## config.mk

```make
export PLATFORM = sky130hd
export DESIGN_NAME = daily_actuation_lockout
export DESIGN_NICKNAME = d
export VERILOG_FILES = /design/src/rtl/core/dal_pkg.sv /design/src/rtl/core/daily_actuation_lockout.sv
export SDC_FILE = /design/constraint.sdc
export NUM_CORES = 2
export LEC_CHECK = 0
export ABC_CLOCK_PERIOD_IN_PS = 27900
export BUFFER_PORTS_ARGS = -buffer_cell sky130_fd_sc_hd__buf_2
export CAP_MARGIN = 20
export CORE_ASPECT_RATIO = 0.9
export CORE_MARGIN = 2
export CORE_UTILIZATION = 40
export DETAILED_ROUTE_END_ITERATION = 10
export GPL_TIMING_DRIVEN = 0
export PLACE_DENSITY = 0.64
export SYNTH_ARGS = -nofsm -noshare
export SYNTH_HDL_FRONTEND = slang
export SYNTH_SLANG_ARGS = --single-unit
```

## constraint.sdc

```tcl
create_clock -name i_clk -period 27.9 [get_ports i_clk]
set_input_delay 4.185 -clock i_clk [delete_from_list [all_inputs] [get_ports i_clk]]
set_output_delay 4.185 -clock i_clk [all_outputs]
set_load 0.05 [all_outputs]
```

## src/rtl/core/dal_pkg.sv

```systemverilog
// Types and constants shared by the daily actuation lockout gate.
package dal_pkg;

    // Request kinds
    localparam logic REQ_QUERY = 1'b0;
    localparam logic REQ_SPRAY = 1'b1;

    // Verdict codes
    localparam logic [2:0] V_QUERY   = 3'd0;
    localparam logic [2:0] V_GRANTED = 3'd1;
    localparam logic [2:0] V_SENSOR  = 3'd2;
    localparam logic [2:0] V_SOIL    = 3'd3;
    localparam logic [2:0] V_BATTERY = 3'd4;
    localparam logic [2:0] V_LIMIT   = 3'd5;
    localparam logic [2:0] V_SOON    = 3'd6;

    // Configuration register indexes
    localparam int unsigned CFG_IDX_W = 2;
    localparam logic [CFG_IDX_W-1:0] CFG_MAX_PER_DAY     = 2'd0;
    localparam logic [CFG_IDX_W-1:0] CFG_MIN_GAP_MINUTES = 2'd1;
    localparam logic [CFG_IDX_W-1:0] CFG_BATTERY_MIN_MV  = 2'd2;
    localparam int unsigned CFG_DATA_W = 16;

    // Configuration reset values
    localparam logic [7:0]  RST_MAX_PER_DAY     = 8'd3;
    localparam logic [15:0] RST_MIN_GAP_MINUTES = 16'd60;
    localparam logic [15:0] RST_BATTERY_MIN_MV  = 16'd3300;

    // Reciprocals: x / 86400 = ((x >> 7) * DAY_RECIP) >> DAY_SHIFT for 32-bit x,
    // x / 60 = (x * MIN_RECIP) >> MIN_SHIFT for 32-bit x.
    localparam logic [25:0] DAY_RECIP = 26'd50903317;
    localparam int unsigned DAY_SHIFT = 35;
    localparam logic [31:0] MIN_RECIP = 32'h8888_8889;
    localparam int unsigned MIN_SHIFT = 37;

    typedef struct packed {
        logic        req_type;
        logic [31:0] now_seconds;
        logic        sensor_err;
        logic        soil_ok;
        logic [15:0] battery_mv;
    } t_dal_in;

    typedef struct packed {
        logic [2:0]  verdict;
        logic [7:0]  count_today;
        logic [31:0] minutes_since;
    } t_dal_out;

endpackage

```

## src/rtl/core/daily_actuation_lockout.sv

```systemverilog
// Daily actuation lockout gate: day roll-over, refusal checks and grant bookkeeping.
// Pipeline: three register stages; an accepted item's result is held in the last
// stage until it leaves at an edge where the output is not stalled.
// Throughput: one item per cycle while the output is not stalled; the day divide, the
// gate decision and the minute divide each take one register stage of a three-stage pipeline.
// Reset (synchronous, active low) clears the pipeline, the day, count and grant
// history, and loads the default limit, gap and battery threshold.
module daily_actuation_lockout
    import dal_pkg::*;
(
    input  logic                  i_clk,
    input  logic                  i_rst_n,
    input  logic                  i_in_valid,
    output logic                  o_in_stall,
    input  t_dal_in               i_in_data,
    output logic                  o_out_valid,
    input  logic                  i_out_stall,
    output t_dal_out              o_out_data,
    input  logic                  i_cfg_valid,
    output logic                  o_cfg_ready,
    input  logic [CFG_IDX_W-1:0]  i_cfg_index,
    input  logic [CFG_DATA_W-1:0] i_cfg_data
);

    // Configuration
    logic [7:0]  r_max_per_day;
    logic [15:0] r_min_gap_minutes;
    logic [15:0] r_battery_min_mv;

    // Gate state
    logic [15:0] r_day_index,  n_day_index;
    logic [7:0]  r_grants,     n_grants;
    logic        r_has_granted, n_has_granted;
    logic [31:0] r_last_grant, n_last_grant;

    // Stage 1: item and its day number
    logic        r_v1;
    t_dal_in     r_s1_item;
    logic [15:0] r_s1_day;
    logic [50:0] day_prod;

    // Stage 2: verdict, count and the raw time difference
    logic        r_v2;
    logic [2:0]  r_s2_verdict, n_s2_verdict;
    logic [7:0]  r_s2_count,   n_s2_count;
    logic        r_s2_never,   n_s2_never;
    logic        r_s2_behind,  n_s2_behind;
    logic [31:0] r_s2_diff,    n_s2_diff;

    // Stage 3: result register
    logic        r_v3;
    t_dal_out    r_out;
    logic [63:0] min_prod;
    logic [31:0] n_minutes;

    logic free3, free2, free1, mv1;

    // Decision helpers
    logic [7:0]  eff_count;
    logic [21:0] gap_seconds;
    logic [32:0] gap_diff;
    logic        gap_ok;
    logic        grant;
    logic [32:0] post_diff;

    // Handshake: each stage loads when it is empty or its successor has room
    assign free3       = !r_v3 || !i_out_stall;
    assign free2       = !r_v2 || free3;
    assign free1       = !r_v1 || free2;
    assign mv1         = r_v1 && free2;
    assign o_in_stall  = !free1;
    assign o_out_valid = r_v3;
    assign o_out_data  = r_out;
    assign o_cfg_ready = 1'b1;

    assign day_prod = {1'b0, i_in_data.now_seconds[31:7]} * {25'd0, DAY_RECIP};

    always_comb begin
        eff_count   = (r_day_index == r_s1_day) ? r_grants : 8'd0;
        // minutes >= gap  <=>  seconds >= gap * 60
        gap_seconds = ({r_min_gap_minutes, 6'd0}) - ({4'd0, r_min_gap_minutes, 2'd0});
        gap_diff    = {1'b0, r_s1_item.now_seconds} - {1'b0, r_last_grant};
        gap_ok      = !r_has_granted || (r_min_gap_minutes == 16'd0) ||
                      (!gap_diff[32] && (gap_diff[31:0] >= {10'd0, gap_seconds}));

        grant = 1'b0;
        if (r_s1_item.req_type == REQ_QUERY) begin
            n_s2_verdict = V_QUERY;
        end else if (r_s1_item.sensor_err) begin
            n_s2_verdict = V_SENSOR;
        end else if (!r_s1_item.soil_ok) begin
            n_s2_verdict = V_SOIL;
        end else if (r_s1_item.battery_mv < r_battery_min_mv) begin
            n_s2_verdict = V_BATTERY;
        end else if (eff_count >= r_max_per_day) begin
            n_s2_verdict = V_LIMIT;
        end else if (!gap_ok) begin
            n_s2_verdict = V_SOON;
        end else begin
            n_s2_verdict = V_GRANTED;
            grant        = 1'b1;
        end

        n_day_index   = r_s1_day;
        n_grants      = grant ? eff_count + 8'd1 : eff_count;
        n_has_granted = r_has_granted || grant;
        n_last_grant  = grant ? r_s1_item.now_seconds : r_last_grant;

        post_diff   = {1'b0, r_s1_item.now_seconds} - {1'b0, n_last_grant};
        n_s2_count  = n_grants;
        n_s2_never  = !n_has_granted;
        n_s2_behind = post_diff[32];
        n_s2_diff   = post_diff[31:0];
    end

    assign min_prod = {32'd0, r_s2_diff} * {32'd0, MIN_RECIP};

    always_comb begin
        if (r_s2_never) begin
            n_minutes = '1;
        end else if (r_s2_behind) begin
            n_minutes = '0;
        end else begin
            n_minutes = {5'd0, min_prod[63:MIN_SHIFT]};
        end
    end

    always_ff @(posedge i_clk) begin
        if (!i_rst_n) begin
            r_max_per_day     <= RST_MAX_PER_DAY;
            r_min_gap_minutes <= RST_MIN_GAP_MINUTES;
            r_battery_min_mv  <= RST_BATTERY_MIN_MV;
        end else if (i_cfg_valid && o_cfg_ready) begin
            case (i_cfg_index)
                CFG_MAX_PER_DAY:     r_max_per_day     <= i_cfg_data[7:0];
                CFG_MIN_GAP_MINUTES: r_min_gap_minutes <= i_cfg_data;
                CFG_BATTERY_MIN_MV:  r_battery_min_mv  <= i_cfg_data;
                default: begin
                    // drop writes to unknown registers
                end
            endcase
        end
    end

    // Commit gate state once per item, as it leaves stage 1
    always_ff @(posedge i_clk) begin
        if (!i_rst_n) begin
            r_day_index   <= '0;
            r_grants      <= '0;
            r_has_granted <= 1'b0;
            r_last_grant  <= '0;
        end else if (mv1) begin
            r_day_index   <= n_day_index;
            r_grants      <= n_grants;
            r_has_granted <= n_has_granted;
            r_last_grant  <= n_last_grant;
        end
    end

    always_ff @(posedge i_clk) begin
        if (!i_rst_n) begin
            r_v1 <= 1'b0;
            r_v2 <= 1'b0;
            r_v3 <= 1'b0;
        end else begin
            if (free1) begin
                r_v1 <= i_in_valid;
            end
            if (free2) begin
                r_v2 <= r_v1;
            end
            if (free3) begin
                r_v3 <= r_v2;
            end
        end
    end

    always_ff @(posedge i_clk) begin
        if (free1) begin
            r_s1_item <= i_in_data;
            r_s1_day  <= day_prod[50:DAY_SHIFT];
        end
        if (free2) begin
            r_s2_verdict <= n_s2_verdict;
            r_s2_count   <= n_s2_count;
            r_s2_never   <= n_s2_never;
            r_s2_behind  <= n_s2_behind;
            r_s2_diff    <= n_s2_diff;
        end
        if (free3) begin
            r_out.verdict       <= r_s2_verdict;
            r_out.count_today   <= r_s2_count;
            r_out.minutes_since <= n_minutes;
        end
    end

endmodule

```

======== Word-level counts from Yosys, hierarchy flattened ========
Index checks and enable logic that the tools add are counted.
storage, ports and cells
  bits in registers ....................... 255
  latch bits .............................. 0
  bits in writable memories ............... 0
  ROM bits ................................ 0
  input bits .............................. 74
  memories ................................ 0
operators by class
  $add $sub $neg .......................... 4
  multipliers ............................. 2
  div/mod/pow operators ................... 0
  magnitude comparators ................... 3
  eq/ne operators ......................... 3
  shift operators ......................... 0
  mux-type cells .......................... 15
  bitwise logic cells ..................... 2
  reductions and logical operators ........ 23
operators by type and width
  operator                                                                number
  32-bit by 32-bit subtractor with 33-bit output                          2
  32-bit by 32-bit multiplier with 64-bit output (second input constant)  1
  25-bit by 26-bit multiplier with 51-bit output (second input constant)  1
  32-bit by 22-bit greater-or-equal comparator with 1-bit output          1
  32-bit two-way mux                                                      1
  27-bit two-way mux                                                      1
  22-bit by 18-bit subtractor with 22-bit output                          1
  16-bit equality test                                                    1
  16-bit zero test                                                        1
  16-bit < comparator                                                     1
  8-bit two-way mux                                                       2
  3-bit two-way mux                                                       3
  8-bit by 1-bit adder with 8-bit output (second input constant)          1
  8-bit greater-or-equal comparator                                       1
  1-bit zero test                                                         8
  1-bit logical OR                                                        6
  1-bit two-way mux                                                       6
  2-bit AND reduction                                                     3
  2-bit two-way mux                                                       2
  3-bit OR reduction                                                      1
  2-bit by 1-bit equality test with 1-bit output (second input constant)  1
  2-bit equality test (second input constant)                             1
  1-bit logical AND                                                       2
  2-bit zero test                                                         1
  2 further kinds                                                         3

======== Depth between registers and ports, before layout ========
  word-level depth ........................ 12
  gate-level depth with buffers ........... 44

======== Worst setup path after synthesis ========
Ideal clock, no wire load.
  path type ............................... input-to-output
  from .................................... input i_out_stall
  to ...................................... output o_in_stall
  arrival time ............................ 6525 ps
  data required time ...................... 23715 ps
  setup slack ............................. 17190 ps
  stages on the path ...................... 3
  cells stage by stage .................... and3_1 > nand2_1 > inv_1
on the way
  cells in the longest elaborated chain, start to end .. 5
RTL lines
  item              RTL line                       text
  from (decl)       daily_actuation_lockout.sv:17  input logic i_out_stall,
  1-bit zero test   daily_actuation_lockout.sv:67  assign free3 = !r_v3 || !i_out_stall;
  1-bit logical OR  daily_actuation_lockout.sv:67
  1-bit logical OR  daily_actuation_lockout.sv:68  assign free2 = !r_v2 || free3;
  1-bit logical OR  daily_actuation_lockout.sv:69  assign free1 = !r_v1 || free2;
  1-bit zero test   daily_actuation_lockout.sv:71  assign o_in_stall = !free1;
  to (decl)         daily_actuation_lockout.sv:14  output logic o_in_stall,
No other way between the ends.

======== Worst setup path after layout ========
  from .................................... register r_min_gap_minutes[4]
  to ...................................... register r_s2_diff[30], data pin
on the way
  cells in the longest elaborated chain, start to end .. 12
RTL lines
  item                                                            RTL line                        text
  from (decl)                                                     daily_actuation_lockout.sv:27   logic [15:0] r_min_gap_minutes;
  from (signal assigned)                                          daily_actuation_lockout.sv:136  CFG_MIN_GAP_MINUTES: r_min_gap_minutes <= i_cfg_data;
  22-bit by 18-bit subtractor with 22-bit output                  daily_actuation_lockout.sv:81   gap_seconds = ({r_min_gap_minutes, 6'd0}) - ({4'd0, r_min_gap_minutes, 2'd0});
  32-bit by 22-bit greater-or-equal comparator with 1-bit output  daily_actuation_lockout.sv:84   (!gap_diff[32] && (gap_diff[31:0] >= {10'd0, gap_seconds}));
  1-bit logical AND                                               daily_actuation_lockout.sv:84
  1-bit logical OR (*)                                            daily_actuation_lockout.sv:83   gap_ok = !r_has_granted || (r_min_gap_minutes == 16'd0) ||
  1-bit two-way mux (*)                                           daily_actuation_lockout.sv:97   end else if (!gap_ok) begin
  1-bit two-way mux (*)                                           daily_actuation_lockout.sv:95   end else if (eff_count >= r_max_per_day) begin
  1-bit two-way mux (*)                                           daily_actuation_lockout.sv:93   end else if (r_s1_item.battery_mv < r_battery_min_mv) begin
  1-bit two-way mux (*)                                           daily_actuation_lockout.sv:91   end else if (!r_s1_item.soil_ok) begin
  1-bit two-way mux (*)                                           daily_actuation_lockout.sv:89   end else if (r_s1_item.sensor_err) begin
  1-bit two-way mux (*)                                           daily_actuation_lockout.sv:87   if (r_s1_item.req_type == REQ_QUERY) begin
  32-bit two-way mux (*)                                          daily_actuation_lockout.sv:107  n_last_grant = grant ? r_s1_item.now_seconds : r_last_grant;
  via n_last_grant[0]                                             daily_actuation_lockout.sv:34   logic [31:0] r_last_grant, n_last_grant;
  32-bit by 32-bit subtractor with 33-bit output (*)              daily_actuation_lockout.sv:109  post_diff = {1'b0, r_s1_item.now_seconds} - {1'b0, n_last_grant};
  via post_diff[30]                                               daily_actuation_lockout.sv:64   logic [32:0] post_diff;
  to (signal assigned)                                            daily_actuation_lockout.sv:188  r_s2_diff <= n_s2_diff;
  to (decl)                                                       daily_actuation_lockout.sv:48   logic [31:0] r_s2_diff, n_s2_diff;
Mark *: on every way through the listed nets, which the timed path passes. The rest lies on a longest branch.
A chain may end at the register's enable or synchronous reset.

==> reports/results.ini <==
[yosys]
avgSynthCellArea_um2 = 9.79
ys_ff_latch = 251
yosys.area_share.simple_pct = 8.31
yosys_most_used_dff = edfxtp_1
synth_top_family_by_area = adder cells
syn_nets = 4457
netlist_area_um2 = 32700
synth_xor_area_share_pct = 3.35
synth.most_common_cell = ha_1
synth_fa_ha_area_share_pct = 47.9
netlist_top_cells_count = 700 x ha_1, 682 x inv_1, 344 x fa_1
synthTopCellsByArea = ha_1 27%, fa_1 21%, edfxtp_1 14%
synth_edf_count = 151
synth_seq_area_share_pct = 20.0
yosysTopAreaCell = ha_1
muxShareOfSynthArea_pct = 1.05
synthArstFlopShare_pct = 0
synth_top_area_share_pct = 26.8
yosys_warnings = 0
synthDistinctLibCells = 80
syn-instance-count = 3339
synth_compound_area_share_pct = 10.7

[clock_tree]
cts_made_buffers = 29
cts_resized = 0
root_buffer = clkbuf_16
cts.clk_slew.worst_paths_ns = 0.06
post-cts-setup-buffer-count = 0
cts.path.max_buffers = 3
clk_latency_ns = 0.60
cts_max_level = 1
ctsHoldBuffers = 0
cts_tree = yes
clock_sinks = 251

[detailed_routing]
drc = 0
drt.antenna.violating_nets = 0
vias_per_cell = 5.06
wl_per_cell_um = 16.5
dr.first_iter.drc_count = 1092
wl_met2_um = 35500
wl_met1_um = 35300
wl_met3_um = 2840
top_layer_used = met5
vias = 23200
routed_wl_um = 75500
firstDrtPassIters = 7

[timing]
tightest_slew_ns = 0.928
setup_viol = 0
fmax_mhz = 87.3
slew_viol_final = 0
rsz0062_at_grt = no
finalCriticalPeriod_ns = 11.45
slew_headroom_pct = 37.4
setup_tns_ns = 0
hold_viol = 0
period_share_pct = 41.0
fin_worst_skew_ns = 0.0327

[worst_setup_path]
start_kind = flip-flop
crit_fanout = 10
r2r_start = r_min_gap_minutes[4]
reg2reg_slack_ns = 16.45
criticalPathCategory = flip-flop to flip-flop
critPathMaxStageDelay_ns = 0.83
reg2reg_depth = 42
worst_ep_arrival_time_ns = 11.81
end_kind = flip-flop
timing.critical_path.mode_cell = o21ai_0
r2r-end = r_s2_diff[30]
cpMaxStageDelayCell = o41ai_1
critPathRequiredTime_ns = 28.26

[final_layout]
nFillCells = 7853
drive_above_1_share_pct = 6.29
antenna_cells = 0
final_nets = 4610
finalInstanceArea_um2 = 35600
area_growth_syn_to_layout_pct = 8.99

[global_routing]
grt_pass1_wl_um = 122000
antenna_found_initial = 2
track_usage_pct = 18.2
overflow = 0
grt_max_degree = 45
grt_pass1_vias = 23300

[placement]
port_buffers = 118
placed_area_um2 = 34700
place_congestion = 0.914
dp.final_hpwl_um = 63000

[floorplanning]
start_util_pct = 40.4
core_region_area_um2 = 81000
rows = 99
pin_count = 120
chipHeight_um = 275
die-area_um2 = 84000
die_w_um = 305

[min_path]
hold_end = o_out_data[39]
worstHoldPathType = flip-flop to flip-flop
min_from = r_s2_count[7]
hold_depth = 0

[job]
cap_viol_max_count = 0

[run_status]
outcome = complete, no violations

==> per-stage QoR <==
| stage | worst slack (ns) | utilization (%) | hold slack, ns | std cells |
|---|---|---|---|---|
| floorplan | 17.19 | - | 0.400 | 3339 |
| global placement | 16.30 | 42.7 | 0.404 | 4517 |
| detailed placement | 16.23 | 42.8 | 0.407 | 4521 |
| CTS | 16.48 | 44.0 | 0.419 | 4575 |
| global route | 15.61 | 44.0 | 0.423 | 4575 |
| finish | 16.45 | 44.0 | 0.417 | 4575 |
==> cells in the final DEF, fill, tap and decap left out, types with 5 or more instances in the layout <==
master,count
nor2_1,112
buf_4,8
nor2b_1,14
buf_2,136
or2_2,9
nand4_1,32
nor4_1,11
o31ai_1,5
clkbuf_1,42
dfxtp_1,100
o21bai_1,18
nand2b_1,24
a21boi_0,6
fa_1,344
mux2i_1,32
o21a_1,25
a311oi_1,5
o31a_1,5
o21ai_0,101
and3_1,14
nand3_1,34
a21o_1,78
edfxtp_1,151
xor2_1,34
or3_1,11
xnor2_1,91
a31oi_1,7
clkbuf_16,30
inv_1,681
nor3_1,40
nand2_1,248
and2_1,11
o211ai_1,24
a211oi_1,12
a21oi_1,212
ha_1,700
clkinv_1,6
==> flip-flops by register name, indices dropped and copies added, names as in the netlist <==
name,cells
r_has_granted,1
r_min_gap_minutes,16
r_s2_diff,32
r_v1,1
r_s2_verdict,3
o_out_valid,1
n_day_index,16
r_v2,1
o_out_data,39
r_battery_min_mv,16
r_s2_behind,1
r_last_grant,32
r_s2_count,8
r_s1_item,51
r_max_per_day,8
r_s2_never,1
r_grants,8
r_day_index,16
==> cell type report <==
class                           count  area (um2)  share of cell area (%)
Inverter                          683        2560                    7.20
Sequential cell                   251        6540                    18.3
Clock buffer                       38         791                    2.22
Tap cell                         1060        1330                    3.72
Buffer                             62         292                   0.818
Multi-Input combinational cell   2343       23300                    65.4
Clock inverter                     16         148                   0.414
Timing Repair Buffer              122         663                    1.86
==> critical path, delay by kind of cell (launching register included) <==
kind,cells,cell delay [ns]
fa+ha+maj,4,1.21
flops,1,0.43
buf+inv,4,0.99
xor+xnor,1,0.12
simple gates,8,2.00
compound gates,25,6.46
==> logic make-up (layout without fill, tap and decap cells) <==
kind of cell	count (synthesis)	in the layout
compound gates	556	556
xor+xnor	125	125
fa+ha+maj	1044	1044
buf+inv	745	921
flops	251	251
mux	34	34
other cells	1	1
simple gates	583	583
==> worst max-delay path by stage <==
stage                              start  slack (ns)         endpoint
detailed placement         i_in_data[30]       16.23  n_day_index[15]
finish              r_min_gap_minutes[4]       16.45    r_s2_diff[30]
floorplan                    i_out_stall       17.19       o_in_stall
CTS                 r_min_gap_minutes[4]       16.48    r_s2_diff[30]
global route        r_min_gap_minutes[4]       15.61    r_s2_diff[30]
global placement           i_in_data[30]       16.30  n_day_index[15]
==> metal layers <==
metal | vias up | GRT usage [%]
met5 | - | 0
met4 | 4 | 4.56
met3 | 94 | 1.94
met2 | 359 | 30.6
met1 | 11200 | 25.1
li1 | 11500 | -
Power is left out: the tool's default activity adds up to more than one toggle a clock period on the data nets, which glitch-free logic cannot reach.
